`src/design/kmf_pkg.sv`:
```
// Shared widths, constants and control types for the minmod flux stencil pipeline.
package kmf_pkg;

  // Field widths fixed by the stream format.
  localparam int VW = 18;   // velocity samples
  localparam int QW = 32;   // conserved-variable samples
  localparam int TW = 18;   // limiter parameter theta
  localparam int HW = 32;   // face fluxes
  localparam int SW = 18;   // propagation speed

  localparam int IN_TDATA_W  = 256;
  localparam int OUT_TDATA_W = 88;
  localparam int OUT_PAD     = OUT_TDATA_W - (2 * HW + SW);

  localparam logic [TW-1:0] THETA_RESET = 18'd117965;
  localparam logic [SW-1:0] SPEED_CAP   = 18'd131072;

  localparam logic signed [HW-1:0] SAT_MAX = 32'sh7FFF_FFFF;
  localparam logic signed [HW-1:0] SAT_MIN = 32'sh8000_0000;

  // Pipeline stages, in order of travel.
  localparam int ST_DIFF  = 0;
  localparam int ST_PROD  = 1;
  localparam int ST_SLOPE = 2;
  localparam int ST_FACE  = 3;
  localparam int ST_SUM   = 4;
  localparam int ST_MUL   = 5;
  localparam int ST_OUT   = 6;
  localparam int NSTG     = 7;

  typedef struct packed {
    logic [NSTG-1:0] adv;   // stage k loads from stage k-1 this cycle
  } kmf_ctl_t;

endpackage

```
`src/design/kmf_slope.sv`:
```
// Three-stage limited-slope unit for one five-point stencil.
module kmf_slope
  import kmf_pkg::*;
#(
  parameter int W         = 18,
  parameter int FRAC_BITS = 16
) (
  input  logic                clk,
  input  kmf_ctl_t            ctl_i,
  input  logic [TW-1:0]       theta_i,
  input  logic signed [W-1:0] mm_i,
  input  logic signed [W-1:0] m_i,
  input  logic signed [W-1:0] c_i,
  input  logic signed [W-1:0] p_i,
  input  logic signed [W-1:0] pp_i,
  output logic signed [W-1:0] slope_m_o,
  output logic signed [W-1:0] slope_c_o,
  output logic signed [W-1:0] slope_p_o,
  output logic signed [W-1:0] m_o,
  output logic signed [W-1:0] c_o,
  output logic signed [W-1:0] p_o
);

  localparam int DW = W + 1;            // neighbor differences
  localparam int PW = TW + 1 + DW;      // theta times a difference

  function automatic logic signed [PW-1:0] minmod(input logic signed [PW-1:0] x,
                                                  input logic signed [PW-1:0] y);
    logic signed [PW-1:0] res;
    res = '0;
    if (x > 0 && y > 0) begin
      res = (x < y) ? x : y;
    end else if (x < 0 && y < 0) begin
      res = (x > y) ? x : y;
    end
    return res;
  endfunction

  logic signed [DW-1:0] d0_r, d1_r, d2_r, d3_r;
  logic signed [W-1:0]  h0m_r, h0c_r, h0p_r;
  logic signed [W-1:0]  m0_r, c0_r, p0_r;
  logic signed [DW-1:0] wide_m, wide_c, wide_p;

  logic signed [PW-1:0] t0_r, t1_r, t2_r, t3_r;
  logic signed [W-1:0]  h1m_r, h1c_r, h1p_r;
  logic signed [W-1:0]  m1_r, c1_r, p1_r;
  logic signed [TW:0]   theta_s;

  logic signed [W-1:0]  sm_r, sc_r, sp_r;
  logic signed [W-1:0]  m2_r, c2_r, p2_r;

  // Half of the two-cell difference: drop the low bit of the wide difference.
  assign wide_m  = DW'(c_i) - DW'(mm_i);
  assign wide_c  = DW'(p_i) - DW'(m_i);
  assign wide_p  = DW'(pp_i) - DW'(c_i);
  assign theta_s = $signed({1'b0, theta_i});

  always_ff @(posedge clk) begin
    if (ctl_i.adv[ST_DIFF]) begin
      d0_r  <= DW'(m_i) - DW'(mm_i);
      d1_r  <= DW'(c_i) - DW'(m_i);
      d2_r  <= DW'(p_i) - DW'(c_i);
      d3_r  <= DW'(pp_i) - DW'(p_i);
      h0m_r <= wide_m[DW-1:1];
      h0c_r <= wide_c[DW-1:1];
      h0p_r <= wide_p[DW-1:1];
      m0_r  <= m_i;
      c0_r  <= c_i;
      p0_r  <= p_i;
    end
  end

  always_ff @(posedge clk) begin
    if (ctl_i.adv[ST_PROD]) begin
      t0_r  <= (PW'(theta_s) * PW'(d0_r)) >>> FRAC_BITS;
      t1_r  <= (PW'(theta_s) * PW'(d1_r)) >>> FRAC_BITS;
      t2_r  <= (PW'(theta_s) * PW'(d2_r)) >>> FRAC_BITS;
      t3_r  <= (PW'(theta_s) * PW'(d3_r)) >>> FRAC_BITS;
      h1m_r <= h0m_r;
      h1c_r <= h0c_r;
      h1p_r <= h0p_r;
      m1_r  <= m0_r;
      c1_r  <= c0_r;
      p1_r  <= p0_r;
    end
  end

  // The limited slope never exceeds the half difference in magnitude,
  // so it fits the sample width.
  always_ff @(posedge clk) begin
    if (ctl_i.adv[ST_SLOPE]) begin
      sm_r <= W'(minmod(t0_r, minmod(PW'(h1m_r), t1_r)));
      sc_r <= W'(minmod(t1_r, minmod(PW'(h1c_r), t2_r)));
      sp_r <= W'(minmod(t2_r, minmod(PW'(h1p_r), t3_r)));
      m2_r <= m1_r;
      c2_r <= c1_r;
      p2_r <= p1_r;
    end
  end

  assign slope_m_o = sm_r;
  assign slope_c_o = sc_r;
  assign slope_p_o = sp_r;
  assign m_o       = m2_r;
  assign c_o       = c2_r;
  assign p_o       = p2_r;

endmodule

```
`config.mk`:
```
export PLATFORM = sky130hd
export DESIGN_NAME = kmf_slope
export DESIGN_NICKNAME = d
export VERILOG_FILES = /design/src/design/kmf_pkg.sv /design/src/design/kmf_slope.sv
export SDC_FILE = /design/constraint.sdc
export NUM_CORES = 2
export LEC_CHECK = 0
export ABC_CLOCK_PERIOD_IN_PS = 10000
export BUFFER_PORTS_ARGS = -buffer_cell sky130_fd_sc_hd__buf_2
export CELL_PAD_IN_SITES_DETAIL_PLACEMENT = 0
export CELL_PAD_IN_SITES_GLOBAL_PLACEMENT = 1
export CORE_MARGIN = 2
export CORE_UTILIZATION = 50
export CTS_BUF_LIST = sky130_fd_sc_hd__clkbuf_2
export CTS_CLUSTER_DIAMETER = 40
export CTS_CLUSTER_SIZE = 10
export DETAILED_ROUTE_END_ITERATION = 12
export HOLD_SLACK_MARGIN = 0.08
export PLACE_DENSITY_LB_ADDON = 0.1
export SYNTH_ARGS = -nofsm -noshare
export SYNTH_HDL_FRONTEND = slang
export SYNTH_SLANG_ARGS = --single-unit
```
`constraint.sdc`:
```
create_clock -name clk -period 10 [get_ports clk]
set_clock_uncertainty 0.05 [all_clocks]
set_input_delay 0.5 -clock clk [delete_from_list [all_inputs] [get_ports clk]]
set_output_delay 0.5 -clock clk [all_outputs]
set_load 0.05 [all_outputs]
```
==> reports/qor.csv <==
metric,value,unit
Global Route met1 Usage,36.57,%
I/O pin total,224,
core footprint,139900,sq um
relative slew slack,14.65,%
status,finished clean,
"top cells by area, synth","fa_1, edfxtp_1, ha_1, inv_1, nand2_1",
Critical Path RT,10910,ps
Starting DRT DRC Count,2858,
Antenna Nets Post-Route,0,
clock sinks,488,
Main synth FF type,edfxtp_1,
Total GRT Usage,27.11,%
fin cells,9390,
Chip Height,380.0,um
register area share after synthesis,20.73,%
cts bufs inserted,67,
Synth cell types,77,
CTS Root Cell,clkbuf_2,
Resized cells post-CTS,0,
clk_lat worst skew,1260,ps
Place WS,1372,ps
worst-path cell chain,nand2_1 > fa_1 > fa_1 > inv_1 > fa_1 > fa_1 > inv_1 > fa_1 > inv_1 > fa_1 > ha_1 > ha_1 > a21o_1 > a21oi_1 > and3_1 > nor3_1 > a31oi_1 > o21ai_0 > nand2_1 > o21ai_0 > nand4_1 > o21ai_0 > xor2_1,
Crit Path Class,flop to flop,
Post-Route Setup TNS,0,ps
Post-synth EDFFs,488,
routability congestion estimate,0.9225,
Rows,137,
final period utilization,82.32,%
"Cell Area, Synth",70680,sq um
GRT overflow,0,
CP top delay family,adder cells,
post-synth top area share,30.79,%
met3 Resource Use GR,2.953,%
CP max FO,18,
crit-path max cell delay,990,ps
"Design Area, Final",76090,sq um
Final setup viols,0,
vias in the first global route,53490,
dpl cell area,73650,sq um
Critical Path Start Type,flop,
worst hold path type,input pin to flop,
first-pass GRT wire length,304200,um
area of the die,144400,sq um
crit path capture type,flop,
RSZ-0062 raised after global routing,false,
fin crit period,8232,ps
Via Count,50430,
Vias per Instance,5.371,
quantity of I/O buffers inserted on ports,219,
GR peak layer,met2,
Worst Path Buf+Inv,3,
Max Root-Sink Buffers,3,
Starting Density,50.53,%
Yosys reg bits,488,
drt drc,0,
Final Slew Violations,0,
CP Data Arrival Time,9140,ps
H-tree Lvls,3,
post-synth net total,9296,
DRT Wirelength,191300,um
"FFs w/ async S/R, synth",0,%
fillers,12890,
yosys warns,0,
Cells after Synth,7218,
clk slew on worst S/H paths,210,ps
Syn-to-layout area delta,7.653,%
Final WS setup,1768,ps
nets@finish,9544,
antenna violations before repair,10,
Placed Instances,9098,
max-cap violations,0,
fmax,0.1215,GHz
"Slowest-stage cell, CP",edfxtp_1,
DP HPWL,153900,um
layout cells sized above 1,6.093,%
CTS tree,yes,
grt met2 use,46.37,%
most area-hungry cell type in the Yosys netlist,fa_1,
Final Hold Viols,0,
chip width,380.0,um
Slew @ Worst Pin,1280,ps
DRT Pass-1 Iters,6,
WL/cell,20.37,um
average size of a mapped cell,9.792,sq um
cell mode on critical path,fa_1,
pin count of the biggest net entering global routing,71,
==> cell type report <==
| cell class | count | area (sq um) | share of cell area, % |
|---|---|---|---|
| timing repair buffer | 479 | 3531 | 4.641 |
| inverter | 1530 | 5743 | 7.548 |
| sequential | 488 | 14650 | 19.26 |
| clock inverter | 27 | 275.3 | 0.3618 |
| multi-input combinational | 4900 | 49120 | 64.56 |
| tap | 1876 | 2347 | 3.085 |
| antenna | 14 | 35.03 | 0.04604 |
| clock buffer | 76 | 380.4 | 0.4999 |
==> logic make-up after synthesis <==
kind of cell	after synthesis	synth area share, %
AOI/OAI and AO/OA	662	6.318
xor gates and xnor gates	159	1.970
adders and majority gates	1962	46.28
buffers and inverters	1830	9.770
DFF	488	20.73
muxes	24	0.3771
and+or+nand+nor	2093	14.55
==> synthesized netlist by cell type (31+ instances only) <==
master	instances
inv_1	1530
fa_1	1087
nand2_1	889
ha_1	875
and2_1	523
edfxtp_1	488
clkbuf_1	275
nor2_1	191
a21oi_1	155
o21ai_0	126
xnor2_1	115
nand3_1	105
nand2b_1	76
nor2b_1	75
a21o_1	68
nor3_1	64
xor2_1	44
nand4_1	43
a21boi_0	36
a22oi_1	31
and3_1	31
==> worst paths after layout <==
check / startpoint / endpoint / slack, ps / depth (start not counted)
hold reg to reg: h0m_r[4] / h1m_r[4] / 290 / 0
setup reg to reg: d3_r[2] / t3_r[19] / 1770 / 23
setup / recovery: d3_r[2] / t3_r[19] / 1770 / 23
hold / removal: c_i[1] / c0_r[1] / 260 / 2
==> flip-flops by register name, summed over array words and instances, names as in the netlist, 19 cells and up <==
name,cells
t0_r,22
t1_r,22
t2_r,22
t3_r,22
d0_r,19
d1_r,19
d2_r,19
d3_r,19
==> metal layers <==
layer  share of wire, %  up-vias
met2                 49     1177
met4                3.1        0
met5                  0        -
met1                 44    25690
met3                4.7      282
li1                   -    23280
==> stage by stage <==
step | hold WS (ps) | util (%)
after global placement | 350.3 | 52.65
after CTS | 110.1 | 54.37
after global routing | 100.8 | 54.39
final | 258.1 | 54.40
after detailed placement | 354.5 | 52.65
after floorplan | 350.3 | -
==> cell usage in the layout (no fill, tap or decap), types with 64 or more instances in the layout <==
master and count:
fa_1 1087, nor2_1 190, nor2b_1 75, nand2_1 889
ha_1 875, o21ai_0 126, clkbuf_2 76, nand3_1 105
dlygate4sd3_1 175, a21o_1 68, nor3_1 64, inv_1 1530
and2_1 523, xnor2_1 115, a21oi_1 155, buf_2 216
buf_4 84, edfxtp_1 488, nand2b_1 76
==> repair_timing <==
action	4_1_cts	5_1_grt
hold buffers	175	0
hold endpoints to repair	361	0
buffers inserted	0	0
Power is not shown: default switching activity piles up to over one toggle a cycle in this logic, so the estimate is an artifact.
