`src/design/kmf_pkg.sv`:
```
// Shared widths, constants and control types for the minmod flux stencil pipeline.
package kmf_pkg;

  // Field widths fixed by the stream format.
  localparam int VW = 18;   // velocity samples
  localparam int QW = 32;   // conserved-variable samples
  localparam int TW = 18;   // limiter parameter theta
  localparam int HW = 32;   // face fluxes
  localparam int SW = 18;   // propagation speed

  localparam int IN_TDATA_W  = 256;
  localparam int OUT_TDATA_W = 88;
  localparam int OUT_PAD     = OUT_TDATA_W - (2 * HW + SW);

  localparam logic [TW-1:0] THETA_RESET = 18'd117965;
  localparam logic [SW-1:0] SPEED_CAP   = 18'd131072;

  localparam logic signed [HW-1:0] SAT_MAX = 32'sh7FFF_FFFF;
  localparam logic signed [HW-1:0] SAT_MIN = 32'sh8000_0000;

  // Pipeline stages, in order of travel.
  localparam int ST_DIFF  = 0;
  localparam int ST_PROD  = 1;
  localparam int ST_SLOPE = 2;
  localparam int ST_FACE  = 3;
  localparam int ST_SUM   = 4;
  localparam int ST_MUL   = 5;
  localparam int ST_OUT   = 6;
  localparam int NSTG     = 7;

  typedef struct packed {
    logic [NSTG-1:0] adv;   // stage k loads from stage k-1 this cycle
  } kmf_ctl_t;

endpackage

```
`src/design/kmf_pipe_ctrl.sv`:
```
// Valid tracking and per-stage load enables for the flux stencil pipeline.
module kmf_pipe_ctrl
  import kmf_pkg::*;
(
  input  logic     clk,
  input  logic     rst_n,
  input  logic     in_tvalid,
  output logic     in_tready,
  output logic     out_tvalid,
  input  logic     out_tready,
  output kmf_ctl_t ctl_o
);

  logic [NSTG-1:0] valid_r;
  logic [NSTG-1:0] valid_nxt;
  logic [NSTG:0]   en;
  logic            in_fire;
  logic            out_fire;

  // A stage may load when it is empty or when the stage after it moves on,
  // so bubbles close up while the output is stalled.
  always_comb begin
    en[NSTG] = out_tready;
    for (int k = NSTG - 1; k >= 0; k--) begin
      en[k] = !valid_r[k] || en[k+1];
    end
  end

  always_comb begin
    valid_nxt[0] = en[0] ? in_tvalid : valid_r[0];
    for (int k = 1; k < NSTG; k++) begin
      valid_nxt[k] = en[k] ? valid_r[k-1] : valid_r[k];
    end
  end

  always_ff @(posedge clk) begin
    if (!rst_n) begin
      valid_r <= '0;
    end else begin
      valid_r <= valid_nxt;
    end
  end

  assign ctl_o.adv  = en[NSTG-1:0];
  assign in_tready  = en[0];
  assign out_tvalid = valid_r[NSTG-1];
  assign in_fire    = in_tvalid && in_tready;
  assign out_fire   = out_tvalid && out_tready;

`ifndef SYNTHESIS
  a_bubble_ready: assert property (@(posedge clk) disable iff (!rst_n)
    !(&valid_r) |-> in_tready)
    else $error("pipeline has an empty stage but refuses input");

  a_full_stall: assert property (@(posedge clk) disable iff (!rst_n)
    (&valid_r) && !out_tready |-> !in_tready)
    else $error("full pipeline accepted an item while the output stalled");

  a_item_count: assert property (@(posedge clk) disable iff (!rst_n)
    1'b1 |=> $countones(valid_r) ==
             $countones($past(valid_r)) + $past(in_fire) - $past(out_fire))
    else $error("items lost or duplicated inside the pipeline");
`endif

endmodule

```
`config.mk`:
```
export PLATFORM = sky130hd
export DESIGN_NAME = kmf_pipe_ctrl
export DESIGN_NICKNAME = d
export VERILOG_FILES = /design/src/design/kmf_pkg.sv /design/src/design/kmf_pipe_ctrl.sv
export SDC_FILE = /design/constraint.sdc
export NUM_CORES = 1
export LEC_CHECK = 0
export BUFFER_PORTS_ARGS = -buffer_cell sky130_fd_sc_hd__buf_4
export CAP_MARGIN = 15
export CORE_AREA = 2 2 39 41
export DETAILED_ROUTE_END_ITERATION = 6
export DIE_AREA = 0 0 41 43
export GPL_ROUTABILITY_DRIVEN = 1
export PLACE_DENSITY = 0.43
export SLEW_MARGIN = 20
export SYNTH_ARGS = -nofsm -noshare
export SYNTH_HDL_FRONTEND = slang
export SYNTH_SLANG_ARGS = --single-unit
```
`constraint.sdc`:
```
create_clock -name clk -period 1.3 [get_ports clk]
set_input_delay 0.26 -clock clk [delete_from_list [all_inputs] [get_ports clk]]
set_output_delay 0.26 -clock clk [all_outputs]
set_load 0.01 [all_outputs]
```
==> results of run 1 <==
==> stage by stage <==
step / power (mW) / setup slack (ns) / utilization [%] / TNS, ns
floorplan: 0.2350 / 0.03010 / - / 0
global placement: 0.2461 / 0.02004 / 29.84 / 0
detailed placement: 0.2472 / -0.009015 / 29.84 / -0.01684
CTS: 0.4458 / -0.1585 / 36.44 / -0.7627
global route: 0.4626 / -0.1825 / 38.43 / -1.009
finish: 0.4392 / -0.1319 / 38.43 / -0.5546
==> where the power goes <==
part	leakage [nW]	switching, mW	internal (mW)
Sequential	0.0592	0.00344	0.218
Combinational	0.176	0.00800	0.0126
Clock	0.0150	0.0801	0.117
Total	0.250	0.0915	0.348
==> synth_stat cells, drive strengths merged <==
| library cell | number | area share [%] |
|---|---|---|
| dfxtp | 7 | 47 |
| nand2 | 6 | 7.6 |
| inv | 5 | 6.3 |
| o21a | 3 | 7.6 |
| a21boi | 2 | 6.3 |
| nor2b | 2 | 4.2 |
| a21oi | 1 | 1.7 |
| buf | 1 | 2.5 |
| nand4b | 1 | 8.0 |
| nor2 | 1 | 1.3 |
| nor3 | 1 | 1.7 |
| o31ai | 1 | 2.5 |
| or2 | 1 | 3.0 |
==> final cells by class <==
| class | instances | share of cell area [%] |
|---|---|---|
| clock buffer | 4 | 4.941 |
| timing repair buffer | 19 | 31.06 |
| inverter | 5 | 3.529 |
| tap | 16 | 3.765 |
| multi-input combinational | 19 | 28.94 |
| sequential | 7 | 27.76 |
==> routing by layer <==
metal  GRT usage, %  up-vias  routed length (um)
met5              0        -                   0
met4          6.000        0                   0
met3          5.236        0                  72
met2          12.81       12                 336
met1          11.36      127                 284
li1               -      148                   -
==> worst max path at each step <==
stage                            to  slack [ns]       start  depth (start not counted)
after floorplan            ctl_o[0]        0.03  valid_r[5]                          4
after global placement    in_tready        0.02  out_tready                          5
after CTS                  ctl_o[3]       -0.16  valid_r[6]                          3
after global routing       ctl_o[3]       -0.18  valid_r[4]                          3
final                      ctl_o[3]       -0.13  valid_r[4]                          3
after detailed placement  in_tready      -0.009  out_tready                          5
==> cells by family after synthesis <==
family	count (synthesis)	share of synthesized area, %
simple gates	12	25.73
flops	7	47.26
compound gates	7	18.14
buf+inv	6	8.862
==> timing repair <==
action,CTS,global route
pin swaps,3,3
endpoints found under the setup margin,8,8
buffers inserted,4,2
gates resized for setup,12,5
==> worst max-delay path, cell delays in order (launching register included) <==
cell and delay, ns:
dfxtp_2 0.35, nand4b_4 0.17, or2_4 0.28, buf_6 0.12
==> results.toml, run 1 <==
[sta]
setup_slack_ns = -0.1319
holdWs_ns = 0.2179
worst_slew_pin_slew_ns = 0.1690
slew_headroom_pct = 88.64
hold_viol = 0
grt_setup_unrepaired = "true"
max_freq_mhz = 698.4
clock_skew_ns = 0.0007931
period_share_pct = 110.1
finalMaxSlewViolations = 0
finalSetupViolations = 6
layout_min_cycle_time_ns = 1.432

[layout]
multi_input_area_um2 = 153.9
nNetsFinal = 59
register_area_um2 = 147.6
regMostFlops = "valid_r"
largest_reg_flops = 7
final_cell_mix = "buf_4 (13), buf_6 (6), nand2_1 (5)"
design_area_um2 = 531.8
final_common_cell = "buf_4"
n_antenna_cell = 0
reg_top3 = "valid_r (7)"
syn2layout_area_growth_pct = 79.33
fillers = 152
drive_above_1_share_pct = 64.81
stdcell_count = 70

[route]
wirelength_um = 693
vias_per_cell = 4.100
first_pass_iters = 2
wl_per_cell_um = 9.900
drcViolationCount = 0
postRouteAntennaNets = 0
num_vias = 287
first_iter_violations = 2

[clock_network]
cts_buffer_depth = 2
cts_tree = "done"
cts_sinks = 7
holdBufCountCts = 0
cts_max_level = 1
cts_buffers = 3
clock_latency_ns = 0.25
cts-root-buf = "clkbuf_4"
path_clk_slew_ns = 0.05

[job]
max-cap-violations = 0

[worst_setup_path]
r2r_setup_slack_ns = 0.19
reg2reg_from = "valid_r[4]"
cp_max_fo = 5
path_class = "reg -> out"
cp-end-kind = "output pin"
crit_required_ns = 1.04
rr_worst_depth = 4
cp_data_arrival_time_ns = 1.17
start_kind = "flop"
r2r_end = "valid_r[3]"

[power_and_ir_drop]
p_per_area_nw_per_um2 = 825.9
ir_drop_mv = 0.3712
power.leakage_nw = 0.2504

[worst_hold_path]
min_from = "in_tvalid"
hold_end = "valid_r[0]"
holdPathStages = 2
hold_class = "in -> reg"

[place]
globalplace.congestion = 0.6599
dp_hpwl_um = 510.2
port_buffers = 12
placedCellCount = 60
placed_area_um2 = 412.9

[die]
die_x_um = 41
num_io_pins = 13
num_rows = 14
dieHeight_um = 43
dieArea_um2 = 1763
start_util_pct = 21.43
coreArea_um2 = 1384

[grt]
antenna_found_initial = 0
grt_pass1_wl_um = 1090
grt_pass1_vias = 261
grt_start_max_net_pins = 9
gr-usage-all-layers_pct = 9.567
gr-total-overflow = 0

[status]
violations = "negative setup slack"
outcome = "finished with violations"

[yosys]
ys_ff_latch = 7
synthesis.area_um2 = 296.5
syn_nets = 36
synth_cell_types = 14
syn_area_per_cell_um2 = 9.267
yosysWarningCount = 0
postSynthCellCount = 32
yosysSeqAreaShare_pct = 47.26
Note: power is estimated with default switching activity, not from simulation.
==> inputs of run 2 (changes only) <==
- PLACE_DENSITY: 0.43 -> 0.44
- clock period: 1.3 -> 1.1 ns (I/O delays scaled with it)
==> run 2 against run 1 <==
The run still ends with negative setup slack left. Flip-flop and latch count unchanged. Clock power increased by 19%. Sequential share of layout area increased by 1.3 points. Combinational power increased by 26%. First-iteration DRC count increased by 50%. Via count decreased by 3.1%. Count of clock-buffer cells in the layout unchanged. Sequential power increased by 18%. Clock skew about the same. Register-to-register slack got worse by 0.12 ns. Critical endpoint is now in_tready. Highest routed layer is now met4.
==> results.toml, run 2 (same netlist as run 1, synthesis figures left out) <==
[status]
outcome = "finished with violations"
violations = "negative setup slack"

[clock_network]
cts_sinks = 7
holdBufCountCts = 0
cts_tree = "done"
cts_buffers = 3
clock_latency_ns = 0.25
cts-root-buf = "clkbuf_4"
cts_buffer_depth = 2
cts_max_level = 1
path_clk_slew_ns = 0.05

[sta]
slew_headroom_pct = 85.45
finalMaxSlewViolations = 0
setup_slack_ns = -0.2620
layout_min_cycle_time_ns = 1.362
finalSetupViolations = 8
clock_skew_ns = 0.0009175
max_freq_mhz = 734.2
worst_slew_pin_slew_ns = 0.2171
holdWs_ns = 0.1748
hold_viol = 0
grt_setup_unrepaired = "true"
period_share_pct = 123.8

[layout]
reg_top3 = "valid_r (7)"
n_antenna_cell = 0
regMostFlops = "valid_r"
nNetsFinal = 59
largest_reg_flops = 7
drive_above_1_share_pct = 57.41
syn2layout_area_growth_pct = 69.62
final_common_cell = "buf_4"
final_cell_mix = "buf_4 (16), nand2_1 (6), inv_1 (4), dfxtp_1 (4)"
final_util_pct = 36.35

[worst_setup_path]
max_stage_delay_ns = 0.34
crit_buf_inv = 2
cp_top_family = "simple AND/OR/NAND/NOR gates"
cp_max_fo = 6
r2r_setup_slack_ns = 0.07
cp_data_arrival_time_ns = 1.14
cp_cell_sequence = "nand4b_4 > nor3_2 > inv_2 > buf_4"
start_kind = "flop"
crit_required_ns = 0.88
cp-end-kind = "output pin"
slowest_stage = "dfxtp_2"
rr_worst_depth = 4
path_class = "reg -> out"
reg2reg_from = "valid_r[4]"
critPathLaunch = "valid_r[4]"
r2r_end = "valid_r[3]"

[route]
postRouteAntennaNets = 0
wirelength_um = 603
drcViolationCount = 0
vias_per_cell = 3.971
first_pass_iters = 4
wl_per_cell_um = 8.614
first_iter_violations = 3
num_vias = 278

[grt]
gr-total-overflow = 0
grt_pass1_wl_um = 1055
gr-usage-all-layers_pct = 9.476
antenna_found_initial = 0
grt_start_max_net_pins = 9
grt_pass1_vias = 259

[worst_hold_path]
hold_class = "in -> reg"
hold_end = "valid_r[0]"
min_from = "in_tvalid"
holdPathStages = 2

[power_and_ir_drop]
p_per_area_nw_per_um2 = 1034
ir_drop_mv = 0.4790
power.leakage_nw = 0.2268
fin_total_pwr_mw = 0.5202

[die]
num_rows = 14
dieArea_um2 = 1763
start_util_pct = 21.43
dieHeight_um = 43
num_io_pins = 13
die_x_um = 41
coreArea_um2 = 1384

[place]
globalplace.congestion = 0.5657
port_buffers = 12
dp_hpwl_um = 464.2
pre_cts_ws_ns = -0.06876

[job]
max-cap-violations = 0
[run 2: how the worst max path moves through the flow]
stage	endpoint	slack (ns)	cells past startpoint
after floorplan	ctl_o[0]	0.009	4
after global placement	ctl_o[1]	-0.05	5
after detailed placement	ctl_o[1]	-0.07	5
after CTS	in_tready	-0.29	4
after global routing	in_tready	-0.35	4
final	in_tready	-0.26	4
[run 2: power breakdown]
group	switching (mW)	total (mW)	internal (mW)
Clock	0.0953	0.234	0.138
Combinational	0.00953	0.0259	0.0164
Sequential	0.00304	0.261	0.258
Total	0.108	0.520	0.412
[run 2: area by class of cell]
type                    instances  area (um2)
repair buffers                 19       153.9
well taps                      16       20.02
multi-input cells              19       137.6
inverters                       5       18.77
flip-flops and latches          7       146.4
fillers                       151       880.8
clock buffers                   4       26.28
[run 2: layer usage]
layer | up-vias | track usage, % | part of all wire, %
met4 | 0 | 10.00 | 4.8
met5 | - | 0 | 0
met1 | 114 | 11.07 | 42
met3 | 4 | 3.141 | 11
met2 | 14 | 12.19 | 42
li1 | 146 | - | -
[run 2: what timing repair did]
action | CTS | global route
endpoints found under the setup margin | 8 | 9
pin swaps | 0 | 1
gates resized for setup | 3 | 1
buffers inserted | 1 | 1
[run 2: metrics by stage]
step | instances | cell area [um2] | TNS, ns
3_5_place_dp | 65 | 455.4 | -0.2826
6_report | 70 | 503.0 | -1.765
2_1_floorplan | 32 | 311.5 | 0
4_1_cts | 70 | 499.2 | -1.913
3_3_place_gp | 65 | 455.4 | -0.2125
5_1_grt | 70 | 503.0 | -2.415
==> inputs of run 3 (changes only) <==
- CELL_PAD_IN_SITES_DETAIL_PLACEMENT: unset -> 1
- CELL_PAD_IN_SITES_GLOBAL_PLACEMENT: unset -> 2
- CORE_AREA: 2 2 39 41 -> unset
- CORE_MARGIN: unset -> 2
- CORE_UTILIZATION: unset -> 20
- DIE_AREA: 0 0 41 43 -> unset
- PLACE_DENSITY: 0.44 -> 0.64
- RECOVER_POWER: unset -> 25
==> run 3 against run 2 <==
The flow still finishes with violations (negative setup slack). Critical path type unchanged. Sequential share of layout area fell by 0.84 points. Flip-flop and latch count stayed put. Cell count shrank 1.4%. Critical path depth fell by 1.
==> results.toml, run 3 (same netlist as run 1, synthesis figures left out) <==
[status]
outcome = "finished with violations"
violations = "negative setup slack"

[die]
num_io_pins = 13
dieArea_um2 = 1807
start_util_pct = 21.96
coreArea_um2 = 1350
num_rows = 13
die_x_um = 42.51
dieHeight_um = 42.51

[sta]
layout_min_cycle_time_ns = 1.387
holdWs_ns = 0.1827
setup_tns_ns = -1.813
hold_viol = 0
max_freq_mhz = 721.2
slew_headroom_pct = 86.16
period_share_pct = 126.1
finalMaxSlewViolations = 0
setup_slack_ns = -0.2866
clock_skew_ns = 0.002878
worst_slew_pin_slew_ns = 0.2071
finalSetupViolations = 9
grt_setup_unrepaired = "true"

[layout]
reg_top3 = "valid_r (7)"
syn2layout_area_growth_pct = 74.68
final_cell_mix = "buf_4 (16), nand2_1 (4), dfxtp_1 (4)"
n_antenna_cell = 0
drive_above_1_share_pct = 62.96
fillers = 174
regMostFlops = "valid_r"
nNetsFinal = 59
final_common_cell = "buf_4"
final_util_pct = 38.37
largest_reg_flops = 7

[clock_network]
holdBufCountCts = 0
cts_sinks = 7
cts_tree = "done"
cts_max_level = 1
cts_buffers = 3
clock_latency_ns = 0.25
cts_buffer_depth = 2
path_clk_slew_ns = 0.05
cts-root-buf = "clkbuf_4"

[worst_setup_path]
crit_required_ns = 0.88
rr_worst_depth = 4
reg2reg_from = "valid_r[4]"
path_class = "reg -> out"
r2r_setup_slack_ns = -0.01
cp_data_arrival_time_ns = 1.17
cp-end-kind = "output pin"
r2r_end = "valid_r[3]"
start_kind = "flop"
cp_max_fo = 5

[grt]
grt_start_max_net_pins = 9
gr-total-overflow = 0
grt_pass1_vias = 336
gr-usage-all-layers_pct = 9.868
grt_pass1_wl_um = 1304
antenna_found_initial = 0

[power_and_ir_drop]
power.leakage_nw = 0.2455
fin_total_pwr_mw = 0.5197
ir_drop_mv = 0.6169
p_per_area_nw_per_um2 = 1003

[route]
first_iter_violations = 5
first_pass_iters = 2
drcViolationCount = 0
num_vias = 303
vias_per_cell = 4.391
postRouteAntennaNets = 0
wl_per_cell_um = 10.93
wirelength_um = 754

[place]
port_buffers = 12
pre_cts_ws_ns = -0.08864
globalplace.congestion = 0.6781
dp_hpwl_um = 592.9

[worst_hold_path]
holdPathStages = 2
hold_end = "valid_r[0]"
min_from = "in_tvalid"
hold_class = "in -> reg"

[job]
max-cap-violations = 0
## run 3: cell counts in the layout (fill, tap and decap cells not counted)
No cell type changed its count.
## run 3: how the worst max path moves through the flow
stage,from,end,slack (ns),cells after the start
global route,valid_r[4],ctl_o[3],-0.34,3
CTS,valid_r[4],in_tready,-0.28,4
global placement,out_tready,ctl_o[1],-0.06,5
detailed placement,out_tready,ctl_o[1],-0.09,5
floorplan,valid_r[5],ctl_o[0],0.009,4
finish,valid_r[4],ctl_o[3],-0.29,3
## run 3: cell type report
cell class / count / area, um2 / share of cell area, %
Sequential cell: 7 / 146.4 / 28.26
Timing Repair Buffer: 19 / 153.9 / 29.71
Inverter: 5 / 18.77 / 3.623
Clock buffer: 4 / 26.28 / 5.072
Multi-Input combinational cell: 19 / 153.9 / 29.71
Tap cell: 15 / 18.77 / 3.623
## run 3: worst max-delay path, cell delays in order (launching register included)
cell	delay [ns]
dfxtp_2	0.35
nand4b_4	0.17
or2_4	0.28
buf_6	0.12
## run 3: report_power, final
group / leakage, nW / switching (mW) / internal (mW)
clock: 0.0150 / 0.0932 / 0.138
sequential: 0.0588 / 0.00374 / 0.257
combinational: 0.172 / 0.0104 / 0.0165
total: 0.245 / 0.107 / 0.412
## run 3: timing repair
item	in CTS	in global routing
pin swaps	1	0
setup buffers	1	1
setup endpoints to repair	9	9
resized for setup	2	7
## run 3: metrics by stage
stage	std cells	cell area, um2
6_report	69	518.0
5_1_grt	69	518.0
4_1_cts	68	486.7
3_5_place_dp	63	446.7
3_3_place_gp	63	446.7
2_1_floorplan	32	311.5
## run 3: metal layers
layer / vias to the layer above / GRT usage, % / share of wire, %
met4: 0 / 3.750 / 1.1
met5: - / 0 / 0
met1: 143 / 8.247 / 40
met3: 2 / 6.897 / 9.2
met2: 12 / 17.85 / 50
li1: 146 / - / -
